<file path="config.mk">
export PLATFORM = sky130hd
export DESIGN_NAME = pscl_ctrl
export DESIGN_NICKNAME = d
export VERILOG_FILES = /design/src/rtl/pscl_pkg.sv /design/src/rtl/pscl_ctrl.sv
export SDC_FILE = /design/constraint.sdc
export NUM_CORES = 1
export LEC_CHECK = 0
export BUFFER_PORTS_ARGS = -buffer_cell sky130_fd_sc_hd__buf_2
export CORE_AREA = 10 10 47 49
export DETAILED_ROUTE_END_ITERATION = 8
export DIE_AREA = 0 0 57 59
export PLACE_DENSITY = 0.31
export SYNTH_ARGS = -nofsm -noshare
export SYNTH_HDL_FRONTEND = slang
export SYNTH_SLANG_ARGS = --single-unit
</file>
<file path="constraint.sdc">
create_clock -name clk -period 1 [get_ports clk]
set_input_delay 0.05 -clock clk [delete_from_list [all_inputs] [get_ports clk]]
set_output_delay 0.05 -clock clk [all_outputs]
set_load 0.02 [all_outputs]
</file>
<file path="src/rtl/pscl_pkg.sv">
// Package: shared types and constants of the per-source connection limiter.
package pscl_pkg;

	localparam int TABLE_ENTRIES_DEF = 256;

	localparam logic [2:0] ST_ALLOWED  = 3'd0;
	localparam logic [2:0] ST_REFUSED  = 3'd1;
	localparam logic [2:0] ST_RELEASED = 3'd2;
	localparam logic [2:0] ST_UNKNOWN  = 3'd3;
	localparam logic [2:0] ST_FULL     = 3'd4;

	localparam logic OP_CONNECT    = 1'b0;
	localparam logic OP_DISCONNECT = 1'b1;

	localparam logic [2:0] REG_DEFAULT_LIMIT = 3'd0;
	localparam logic [2:0] REG_AK_ENABLE     = 3'd1;
	localparam logic [2:0] REG_MIN_INTERVAL  = 3'd2;
	localparam logic [2:0] REG_MAX_KILL      = 3'd3;
	localparam logic [2:0] REG_AK_DURATION   = 3'd4;

	// record layout: key, count, streak, last refusal time
	localparam int REC_W = 32 + 16 + 8 + 32;

	typedef struct packed {
		logic [31:0] key;
		logic [15:0] count;
		logic [7:0]  streak;
		logic [31:0] last_time;
	} rec_t;

	typedef struct packed {
		logic        op;
		logic [31:0] host_key;
		logic [31:0] now;
		logic        has_exception;
		logic [15:0] exception_limit;
	} in_beat_t;

	typedef struct packed {
		logic        accepted;
		logic [2:0]  status;
		logic        ban_request;
		logic [31:0] ban_expiry;
		logic [15:0] count_after;
	} out_beat_t;

	typedef struct packed {
		logic [15:0] default_limit;
		logic        autokill_enable;
		logic [31:0] min_kill_interval;
		logic [7:0]  max_kill_count;
		logic [31:0] autokill_duration;
	} cfg_t;

	// controller -> datapath
	typedef struct packed {
		logic load_in;   // capture input beat
		logic clr_scan;  // restart scan
		logic step_scan; // advance scan index
		logic resolve;   // compute result and write back
	} cmd_t;

	// datapath -> controller
	typedef struct packed {
		logic scan_last; // current index is the last entry
	} sts_t;

endpackage

</file>
<file path="src/rtl/pscl_ctrl.sv">
// Controller: sequences load, table scan, resolve and output handoff.
module pscl_ctrl (
	input  logic           clk,
	input  logic           arst_n,
	input  logic           in_valid,
	output logic           in_ready,
	output logic           out_valid,
	input  logic           out_ready,
	output logic           out_load,
	output pscl_pkg::cmd_t cmd,
	input  pscl_pkg::sts_t sts
);
	localparam logic [1:0] S_IDLE = 2'd0;
	localparam logic [1:0] S_SCAN = 2'd1;
	localparam logic [1:0] S_RES  = 2'd2;
	localparam logic [1:0] S_HOLD = 2'd3;

	logic [1:0] state_q;
	logic       ovld_q;

	assign out_valid = ovld_q;
	assign in_ready  = (state_q == S_IDLE);

	always_comb begin
		cmd = '0;
		out_load = 1'b0;
		case (state_q)
			S_IDLE: begin
				cmd.load_in  = in_valid;
				cmd.clr_scan = in_valid;
			end
			S_SCAN: cmd.step_scan = 1'b1;
			S_RES: begin
				cmd.resolve = !ovld_q || out_ready;
				out_load = cmd.resolve;
			end
			S_HOLD: ;
			default: ;
		endcase
	end

	always_ff @(posedge clk or negedge arst_n) begin
		if (!arst_n) begin
			state_q <= S_IDLE;
			ovld_q <= 1'b0;
		end else begin
			if (out_load)
				ovld_q <= 1'b1;
			else if (out_ready)
				ovld_q <= 1'b0;
			case (state_q)
				S_IDLE: if (in_valid) state_q <= S_SCAN;
				S_SCAN: if (sts.scan_last) state_q <= S_HOLD;
				S_HOLD: state_q <= S_RES;
				S_RES: if (out_load) state_q <= S_IDLE;
				default: state_q <= S_IDLE;
			endcase
		end
	end

	assert property (@(posedge clk) disable iff (!arst_n)
		out_load |=> ovld_q) else $error("result lost");
	assert property (@(posedge clk) disable iff (!arst_n)
		(ovld_q && !out_ready) |=> ovld_q) else $error("stalled result dropped");
	assert property (@(posedge clk) disable iff (!arst_n)
		(in_valid && in_ready) |=> state_q == S_SCAN) else $error("scan not started");
endmodule

</file>
# == Word-level counts from Yosys, hierarchy flattened ==
# Cells that the tools add are included.
# totals
regBits,3
in_bits,5
out_inout_bits,7
elab_cells,22
# op_classes
eq_ne,6
n_mux,9
n_reduce_logical,5
# ops
cell,n
$mux W2,4
$pmux W2 S4,1
$ne A2 B2 Y1 const B,3
$eq A2 B2 Y1 const B,2
$mux W1,4
$reduce_and A3 Y1,1
$eq A2 B1 Y1 const B,1
$logic_not A2 Y1,1
$reduce_bool A2 Y1,1
$logic_not A1 Y1,1
$logic_or A1 B1 Y1,1

# == Longest topological paths before layout ==
# Gate-level depths: netlist (run 1).
# depth
word_depth,5
depth_mapped,3
mapped_depth_nobuf,2

# == Worst setup path before layout (run 1) ==
# No wires, ideal clock.
# synth_path
path_kind,register to output
from,"reg ovld_q, in the netlist out_valid"
to,out cmd[0] (netlist bit)
arrival_ps,1144
required_ps,950
path_slack_ps,-194
stages_incl_launch_ff,4
path_buffers,1
cell_sequence,dfrtp_1 -> nand2b_1 -> nor3b_2 -> buf_4
# synth_between
elab_chain_cells,3
# synth_rtl
item,line_no,text
start: declaration,pscl_ctrl.sv:19,logic ovld_q;
start signal: assignment,pscl_ctrl.sv:45,ovld_q <= 1'b0;
start signal: assignment,pscl_ctrl.sv:48,ovld_q <= 1'b1;
start signal: assignment,pscl_ctrl.sv:50,ovld_q <= 1'b0;
$logic_not A1 Y1,pscl_ctrl.sv:34,cmd.resolve = !ovld_q || out_ready;
$logic_or A1 B1 Y1,pscl_ctrl.sv:34,
$mux W1,--,
end: declaration,pscl_ctrl.sv:10,"output pscl_pkg::cmd_t cmd,"
# Every way passes these cells.

==> flow_metrics.env, run 1 <==
export IMPL_syn_to_final_growth_pct=114
export IMPL_synthMuxAreaShare=0
export IMPL_setup_slack_ns=-0.130
export IMPL_avgViaCountPerCell=3.49
export IMPL_period_minus_slack_ns=1.13
export IMPL_clockRootBuffer="clkbuf_4"
export IMPL_start_util=0.112
export IMPL_antenna_cells=0
export IMPL_rows=14
export IMPL_max_slew_margin_rel=0.873
export IMPL_io_buffers=11
export IMPL_hold_end="state_q[1]$_DFFE_PN0P_"
export IMPL_yosysMostFrequentCell="dfrtp_1"
export IMPL_drcViolationCount=0
export IMPL_core_um2=1400
export IMPL_ys_top_cells_by_area="dfrtp_1, buf_4, nor3b_2"
export IMPL_syn_inst=16
export IMPL_power_density_nw_per_um2=3610
export IMPL_tightest_slew_ns=0.190
export IMPL_layout_drive_gt1_share=0.788
export IMPL_cts_tree="done"
export IMPL_dieArea_um2=3360
export IMPL_fin_cells=49
export IMPL_cp_top_family="flip-flops"
export IMPL_synth_seq_cells=3
export IMPL_yosysTopAreaCell="dfrtp_1"
export IMPL_timing_final_crit_share=1.13
export IMPL_cp_start_kind="flip-flop"
export IMPL_wl_per_cell_um=9.65
export IMPL_reg2reg_from="state_q[0]$_DFFE_PN0P_"
export IMPL_hold_path_depth=3
export IMPL_grt_max_degree=6
export IMPL_slew_violations=0
export IMPL_clock_fmax_mhz=885
export IMPL_grt_pass1_vias=192
export IMPL_yosysWarnings=0
export IMPL_antenna_found_initial=0
export IMPL_r2r_cells=3
export IMPL_rsz0062_at_grt="true"
export IMPL_ys_flop_type="dfrtp_1"
export IMPL_synthAdderAreaFrac=0
export IMPL_cp_arrival_ns=1.08
export IMPL_syn_cell_area_um2=156
export IMPL_power_total_mw=1.21
export IMPL_die_width_um=57
export IMPL_utilization=0.238
export IMPL_final_nets=39
export IMPL_drt_iter0_drc=0
export IMPL_synth_xor_area_share=0
export IMPL_synth_compound_area_frac=0.0960
export IMPL_leakage_nw=0.158
export IMPL_drv_cap=0
export IMPL_die_h_um=59
export IMPL_ios=12
export IMPL_ant_nets=0
export IMPL_crit_buf_inv=1
export IMPL_post_place_cells=41
export IMPL_cp_num_cells=3
export IMPL_numClockSinks=3
export IMPL_crit_path_end_kind="primary output"
export IMPL_worstHoldStart="sts"
export IMPL_slowest_delay_ns=0.41
export IMPL_numCtsBuffers=3
export IMPL_clockBufferDepth=2
export IMPL_cp_slowest_cell="dfrtp_2"
export IMPL_worstHoldPathType="in -> reg"
export IMPL_synth_top_family_by_area="simple AND/OR/NAND/NOR gates"
export IMPL_gp_congestion=0.580
export IMPL_r2r_end="state_q[1]$_DFFE_PN0P_"
export IMPL_final_setup_tns_ns=-0.535
export IMPL_vias=171
export IMPL_hold_ws_ns=0.0754
export IMPL_postLayoutCellArea_um2=334
export IMPL_wl_um=473
export IMPL_overflow=0
export IMPL_irDropWorstVdd_mv=1.19
export IMPL_dr_pass1_iters=1
export IMPL_yosysUniqueCellTypes=11
export IMPL_track_usage=0.0325
export IMPL_num_fill_cells=172
export IMPL_setup_viol=5
export IMPL_crit_fanout=2
export IMPL_syn_num_nets=21
export IMPL_pre_cts_ws_ns=0.0506
export IMPL_yosys_area_share_simple=0.304
export IMPL_synth_top_area_frac=0.480
export IMPL_grt_pass1_wl_um=821
export IMPL_hold_viol_final=0
export IMPL_synth_seq_area_share=0.480
export IMPL_async_flop_share=1.00
export IMPL_crit_chain="nand2b_4 > nor3b_4 > buf_6"
export IMPL_place_area_um2=231
export IMPL_outcome="finished with violations"
export IMPL_ys_top_cells_by_count="dfrtp_1, buf_4, nor2_1, o21ai_1"
export IMPL_dpl_hpwl_um=391
export IMPL_finalClockSkew_ns=0.00583
export IMPL_insertion_delay_ns=0.23
export IMPL_htree_levels=1
export IMPL_clkTransAtPathRegs_ns=0.04
export IMPL_violations="setup timing"
export IMPL_r2r_slack_ns=0.13
export IMPL_syn_area_per_cell_um2=9.78
export IMPL_synth_edf_count=0
export IMPL_cp_required_ns=0.95
export IMPL_criticalPathCategory="reg -> out"
sequential cells by signal, indices dropped and copies added, names as in the netlist:
register   cells
out_valid      1
state_q        2
layer usage:
metal | wire, um | global-route usage | up-vias | share of wire
met5 | 0 | 0 | - | 0
met1 | 225 | 0.0334 | 76 | 0.48
met3 | 93 | 0.0408 | 0 | 0.20
li1 | - | - | 82 | -
met2 | 154 | 0.0341 | 13 | 0.33
met4 | 0 | 0.0201 | 0 | 0
power by group:
part	leakage (nW)	switching (mW)	internal (mW)
Combinational	0.110	0.331	0.372
Clock	0.0150	0.0640	0.150
Sequential	0.0333	0.0971	0.193
Total	0.158	0.493	0.715
how the worst max path moves through the flow:
| stage | start | end | slack, ns |
|---|---|---|---|
| 6_report | out_valid$_DFFE_PN0P_ | cmd[0] | -0.13 |
| 5_1_grt | state_q[0]$_DFFE_PN0P_ | cmd[0] | -0.18 |
| 2_1_floorplan | out_valid$_DFFE_PN0P_ | cmd[0] | -0.09 |
| 3_5_place_dp | state_q[1]$_DFFE_PN0P_ | cmd[0] | 0.05 |
| 4_1_cts | out_valid$_DFFE_PN0P_ | cmd[0] | -0.15 |
| 3_3_place_gp | state_q[1]$_DFFE_PN0P_ | out_load | 0.05 |
placed cells by master (no fill, tap or decap), types with 2 or more instances in the layout:
cell,synthesis,final
buf_4,2,4
buf_2,0,5
dfrtp_2,0,3
clkbuf_4,0,3
o21ai_1,2,2
buf_6,0,5
nor2_1,2,2
tightest hold or removal path, cell delays in order:
cell and delay, ns:
buf_2 0.07, o21ai_0 0.06, o21ai_1 0.08
cell type report:
cell class | count | area, um2 | area share
Timing Repair Buffer | 15 | 121 | 0.363
Tap cell | 16 | 20.0 | 0.0599
Multi-Input combinational cell | 10 | 83.8 | 0.251
Sequential cell | 3 | 78.8 | 0.236
Clock buffer | 4 | 26.3 | 0.0787
Inverter | 1 | 3.75 | 0.0112
cells by family after synthesis:
family          after synthesis
compound gates                3
simple gates                  7
buf+inv                       3
flops                         3
timing repair:
action                     4_1_cts  5_1_grt
gates resized for setup         13        1
gates cloned                     0        0
pin swaps                        0        3
setup endpoints to repair        6        6
hold endpoints to repair         3        0
buffers inserted                 2        1
hold buffers                     1        0
Note: power is estimated with default switching activity, not from simulation.
==> run 2: changes to the inputs <==
clock period = 1.2 ns   (was 1 ns; I/O delays follow)
==> flow_metrics.env, run 2 (synthesized netlist as in run 1, its figures left out) <==
export IMPL_outcome="completed"
export IMPL_irDropWorstVdd_mv=0.806
export IMPL_power_density_nw_per_um2=2970
export IMPL_cp_arrival_ns=1.08
export IMPL_syn_to_final_growth_pct=84.0
export IMPL_wl_per_cell_um=9.31
export IMPL_slew_violations=0
export IMPL_tightest_slew_ns=0.189
export IMPL_avgViaCountPerCell=3.19
export IMPL_drt_iter0_drc=3
export IMPL_cp_required_ns=1.14
export IMPL_numCtsBuffers=3
export IMPL_finalClockSkew_ns=0.00158
export IMPL_crit_end="cmd[2]"
export IMPL_crit_fanout=6
export IMPL_clockBufferDepth=2
export IMPL_final_setup_tns_ns=0
export IMPL_post_place_cells=41
export IMPL_period_minus_slack_ns=1.14
export IMPL_track_usage=0.0302
export IMPL_core_um2=1400
export IMPL_clock_fmax_mhz=881
export IMPL_dr_pass1_iters=3
export IMPL_wl_um=447
export IMPL_max_slew_margin_rel=0.874
export IMPL_postLayoutCellArea_um2=288
export IMPL_drcViolationCount=0
export IMPL_setup_viol=0
export IMPL_clockRootBuffer="clkbuf_4"
export IMPL_antenna_cells=0
export IMPL_numClockSinks=3
export IMPL_criticalPathCategory="reg -> out"
export IMPL_largest_reg_flops=2
export IMPL_ios=12
export IMPL_reg2reg_from="state_q[1]$_DFFE_PN0P_"
export IMPL_rsz0062_at_grt="true"
export IMPL_antenna_found_initial=0
export IMPL_grt_pass1_vias=163
export IMPL_r2r_cells=3
export IMPL_worstHoldPathType="in -> reg"
export IMPL_largest_register="state_q"
export IMPL_start_util=0.112
export IMPL_final_cell_mix="buf_2, clkbuf_4"
export IMPL_r2r_slack_ns=0.38
export IMPL_critPathLaunch="state_q[0]$_DFFE_PN0P_"
export IMPL_layout_drive_gt1_share=0.656
export IMPL_hold_ws_ns=0.0731
export IMPL_die_width_um=57
export IMPL_drv_cap=0
export IMPL_clkTransAtPathRegs_ns=0.03
export IMPL_rows=14
export IMPL_leakage_nw=0.143
export IMPL_crit_path_end_kind="primary output"
export IMPL_dieArea_um2=3360
export IMPL_cts_tree="done"
export IMPL_r2r_end="state_q[1]$_DFFE_PN0P_"
export IMPL_insertion_delay_ns=0.23
export IMPL_utilization=0.205
export IMPL_fin_cells=48
export IMPL_cp_start_kind="flip-flop"
export IMPL_mostFrequentLayoutCell="buf_2"
export IMPL_final_nets=38
export IMPL_io_buffers=11
export IMPL_die_h_um=59
export IMPL_place_area_um2=223
export IMPL_gp_congestion=0.661
export IMPL_hold_viol_final=0
export IMPL_htree_levels=1
export IMPL_grt_max_degree=7
export IMPL_timing_final_crit_share=0.946
export IMPL_overflow=0
export IMPL_ant_nets=0
export IMPL_dpl_hpwl_um=383
export IMPL_grt_pass1_wl_um=690
export IMPL_vias=153
export IMPL_num_fill_cells=166
## run 2: changes by cell type in the layout (fill, tap and decap cells not counted), sizes merged
cell	delta
buf	-1
## run 2: metrics by stage
stage / total power [mW] / worst slack (ns)
2_1_floorplan: 0.512 / 0.00383
3_3_place_gp: 0.621 / 0.281
3_5_place_dp: 0.620 / 0.270
4_1_cts: 0.805 / 0.0194
5_1_grt: 0.925 / -0.0223
6_report: 0.855 / 0.0649
## run 2: how the worst min path moves through the flow
stage | startpoint | end | slack [ns] | cells after the start
6_report | in_valid | state_q[0]$_DFFE_PN0P_ | 0.07 | 3
5_1_grt | in_valid | state_q[0]$_DFFE_PN0P_ | 0.10 | 3
4_1_cts | in_valid | state_q[0]$_DFFE_PN0P_ | 0.07 | 3
3_5_place_dp | arst_n | out_valid$_DFFE_PN0P_ | -0.14 | 1
3_3_place_gp | arst_n | out_valid$_DFFE_PN0P_ | -0.14 | 1
2_1_floorplan | arst_n | out_valid$_DFFE_PN0P_ | -0.24 | 0
## run 2: timing repair
item	4_1_cts	5_1_grt
resized for setup	0	5
hold buffers	1	0
endpoints found under the hold margin	3	0
endpoints found under the setup margin	0	4
setup buffers	0	2
## run 2: critical path, stage by stage, from the launching register on
cell	delay, ns
dfrtp_2	0.44
nor2_2	0.11
and2_1	0.14
buf_2	0.16
## run 2: layer usage
layer	vias up	global-route usage	routed length [um]
met5	-	0	0
met4	0	0.0503	0
met3	0	0.0172	47
met2	4	0.0527	274
met1	69	0.0154	125
li1	80	-	-
## run 2: area by class of cell
| cell class | instances | area [um2] | share of cell area |
|---|---|---|---|
| inverters | 1 | 3.75 | 0.0130 |
| flip-flops and latches | 3 | 76.3 | 0.265 |
| well taps | 16 | 20.0 | 0.0696 |
| clock buffers | 4 | 26.3 | 0.0913 |
| multi-input cells | 10 | 68.8 | 0.239 |
| repair buffers | 14 | 92.6 | 0.322 |
## run 2: power breakdown
part / internal (mW) / total (mW) / switching, mW
clock network: 0.124 / 0.172 / 0.0476
registers: 0.154 / 0.217 / 0.0626
logic: 0.211 / 0.466 / 0.255
total: 0.489 / 0.855 / 0.366
==> run 3: changes to the inputs <==
PLACE_DENSITY = 0.4   (was 0.31)
==> flow_metrics.env, run 3 (synthesized netlist as in run 1, its figures left out) <==
export IMPL_outcome="completed"
export IMPL_grt_max_degree=7
export IMPL_setup_viol=0
export IMPL_slowest_delay_ns=0.37
export IMPL_worstHoldPathType="in -> reg"
export IMPL_start_util=0.112
export IMPL_finalClockSkew_ns=0.000138
export IMPL_grt_pass1_wl_um=717
export IMPL_drt_iter0_drc=4
export IMPL_antenna_cells=0
export IMPL_vias=148
export IMPL_final_setup_tns_ns=0
export IMPL_grt_pass1_vias=161
export IMPL_overflow=0
export IMPL_cp_arrival_ns=1.10
export IMPL_drv_cap=0
export IMPL_wl_um=450
export IMPL_place_area_um2=223
export IMPL_cp_required_ns=1.14
export IMPL_die_width_um=57
export IMPL_cp_slowest_cell="dfrtp_1"
export IMPL_die_h_um=59
export IMPL_track_usage=0.0290
export IMPL_clockRootBuffer="clkbuf_4"
export IMPL_mostFrequentLayoutCell="buf_2"
export IMPL_post_place_cells=41
export IMPL_layout_drive_gt1_share=0.667
export IMPL_insertion_delay_ns=0.23
export IMPL_htree_levels=1
export IMPL_crit_chain="nand2b_1 > nor3b_4 > buf_2"
export IMPL_max_slew_margin_rel=0.906
export IMPL_gp_congestion=0.674
export IMPL_final_nets=36
export IMPL_hold_viol_final=0
export IMPL_postLayoutCellArea_um2=267
export IMPL_fin_cells=46
export IMPL_rows=14
export IMPL_core_um2=1400
export IMPL_dieArea_um2=3360
export IMPL_wl_per_cell_um=9.78
export IMPL_drcViolationCount=0
export IMPL_final_cell_mix="buf_2, clkbuf_4"
export IMPL_clkTransAtPathRegs_ns=0.04
export IMPL_crit_path_end_kind="primary output"
export IMPL_dpl_hpwl_um=394
export IMPL_period_minus_slack_ns=1.16
export IMPL_clock_fmax_mhz=864
export IMPL_leakage_nw=0.131
export IMPL_irDropWorstVdd_mv=0.739
export IMPL_numCtsBuffers=3
export IMPL_cts_tree="done"
export IMPL_ant_nets=0
export IMPL_power_density_nw_per_um2=3020
export IMPL_largest_register="state_q"
export IMPL_power_total_mw=0.806
export IMPL_dr_pass1_iters=4
export IMPL_timing_final_crit_share=0.965
export IMPL_avgViaCountPerCell=3.22
export IMPL_antenna_found_initial=0
export IMPL_syn_to_final_growth_pct=70.4
export IMPL_tightest_slew_ns=0.140
export IMPL_slew_violations=0
export IMPL_crit_fanout=3
export IMPL_ios=12
export IMPL_clockBufferDepth=2
export IMPL_numClockSinks=3
export IMPL_cp_start_kind="flip-flop"
export IMPL_criticalPathCategory="reg -> out"
export IMPL_io_buffers=11
export IMPL_largest_reg_flops=2
export IMPL_rsz0062_at_grt="true"
run 3: report_power, final:
part           switching [mW]  leakage, nW  internal [mW]
Sequential             0.0684       0.0345          0.158
Combinational           0.243       0.0817          0.163
Clock                  0.0493       0.0150          0.124
run 3: worst max-delay path, delay by kind of cell (launching register included):
kind,cells,cell delay [ns]
DFF,1,0.37
buffers and inverters,1,0.19
and+or+nand+nor,2,0.31
run 3: repair_timing:
action / CTS / global route
hold endpoints to repair: 3 / 0
hold buffers: 1 / 0
buffers inserted: 0 / 0
setup endpoints to repair: 0 / 4
gates resized for setup: 0 / 4
run 3: final cells by class:
type / instances / area, um2
tap: 16 / 20.0
fill: 170 / 1130
multi-input combinational: 10 / 68.8
sequential: 3 / 77.6
inverter: 1 / 3.75
clock buffer: 4 / 26.3
timing repair buffer: 12 / 70.1
run 3: through the flow:
stage               hold slack (ns)  setup slack [ns]  utilization
global route                 0.0958           -0.0193        0.190
CTS                          0.0761           0.00570        0.185
detailed placement           -0.140             0.256        0.159
finish                       0.0738            0.0426        0.190
global placement             -0.139             0.266        0.159
floorplan                    -0.236           0.00383            -
run 3: path summary, 6_finish.rpt:
kind                                         from                      to  slack (ns)  depth (start not counted)
min                                      in_valid  state_q[0]$_DFFE_PN0P_        0.07                          3
min reg2reg                state_q[1]$_DFFE_PN0P_  state_q[0]$_DFFE_PN0P_        0.49                          1
min in group asynchronous                  arst_n   out_valid$_DFFE_PN0P_        0.15                          2
max in group asynchronous                  arst_n  state_q[1]$_DFFE_PN0P_        0.93                          2
max reg2reg                state_q[1]$_DFFE_PN0P_  state_q[1]$_DFFE_PN0P_        0.41                          2
max                         out_valid$_DFFE_PN0P_                  cmd[0]        0.04                          3
run 3: per-layer routing:
metal	part of all wire	global-route usage	vias to the layer above
met2	0.32	0.0233	11
li1	-	-	78
met5	0	0	-
met1	0.50	0.0333	59
met3	0.18	0.0322	0
met4	0	0.0302	0
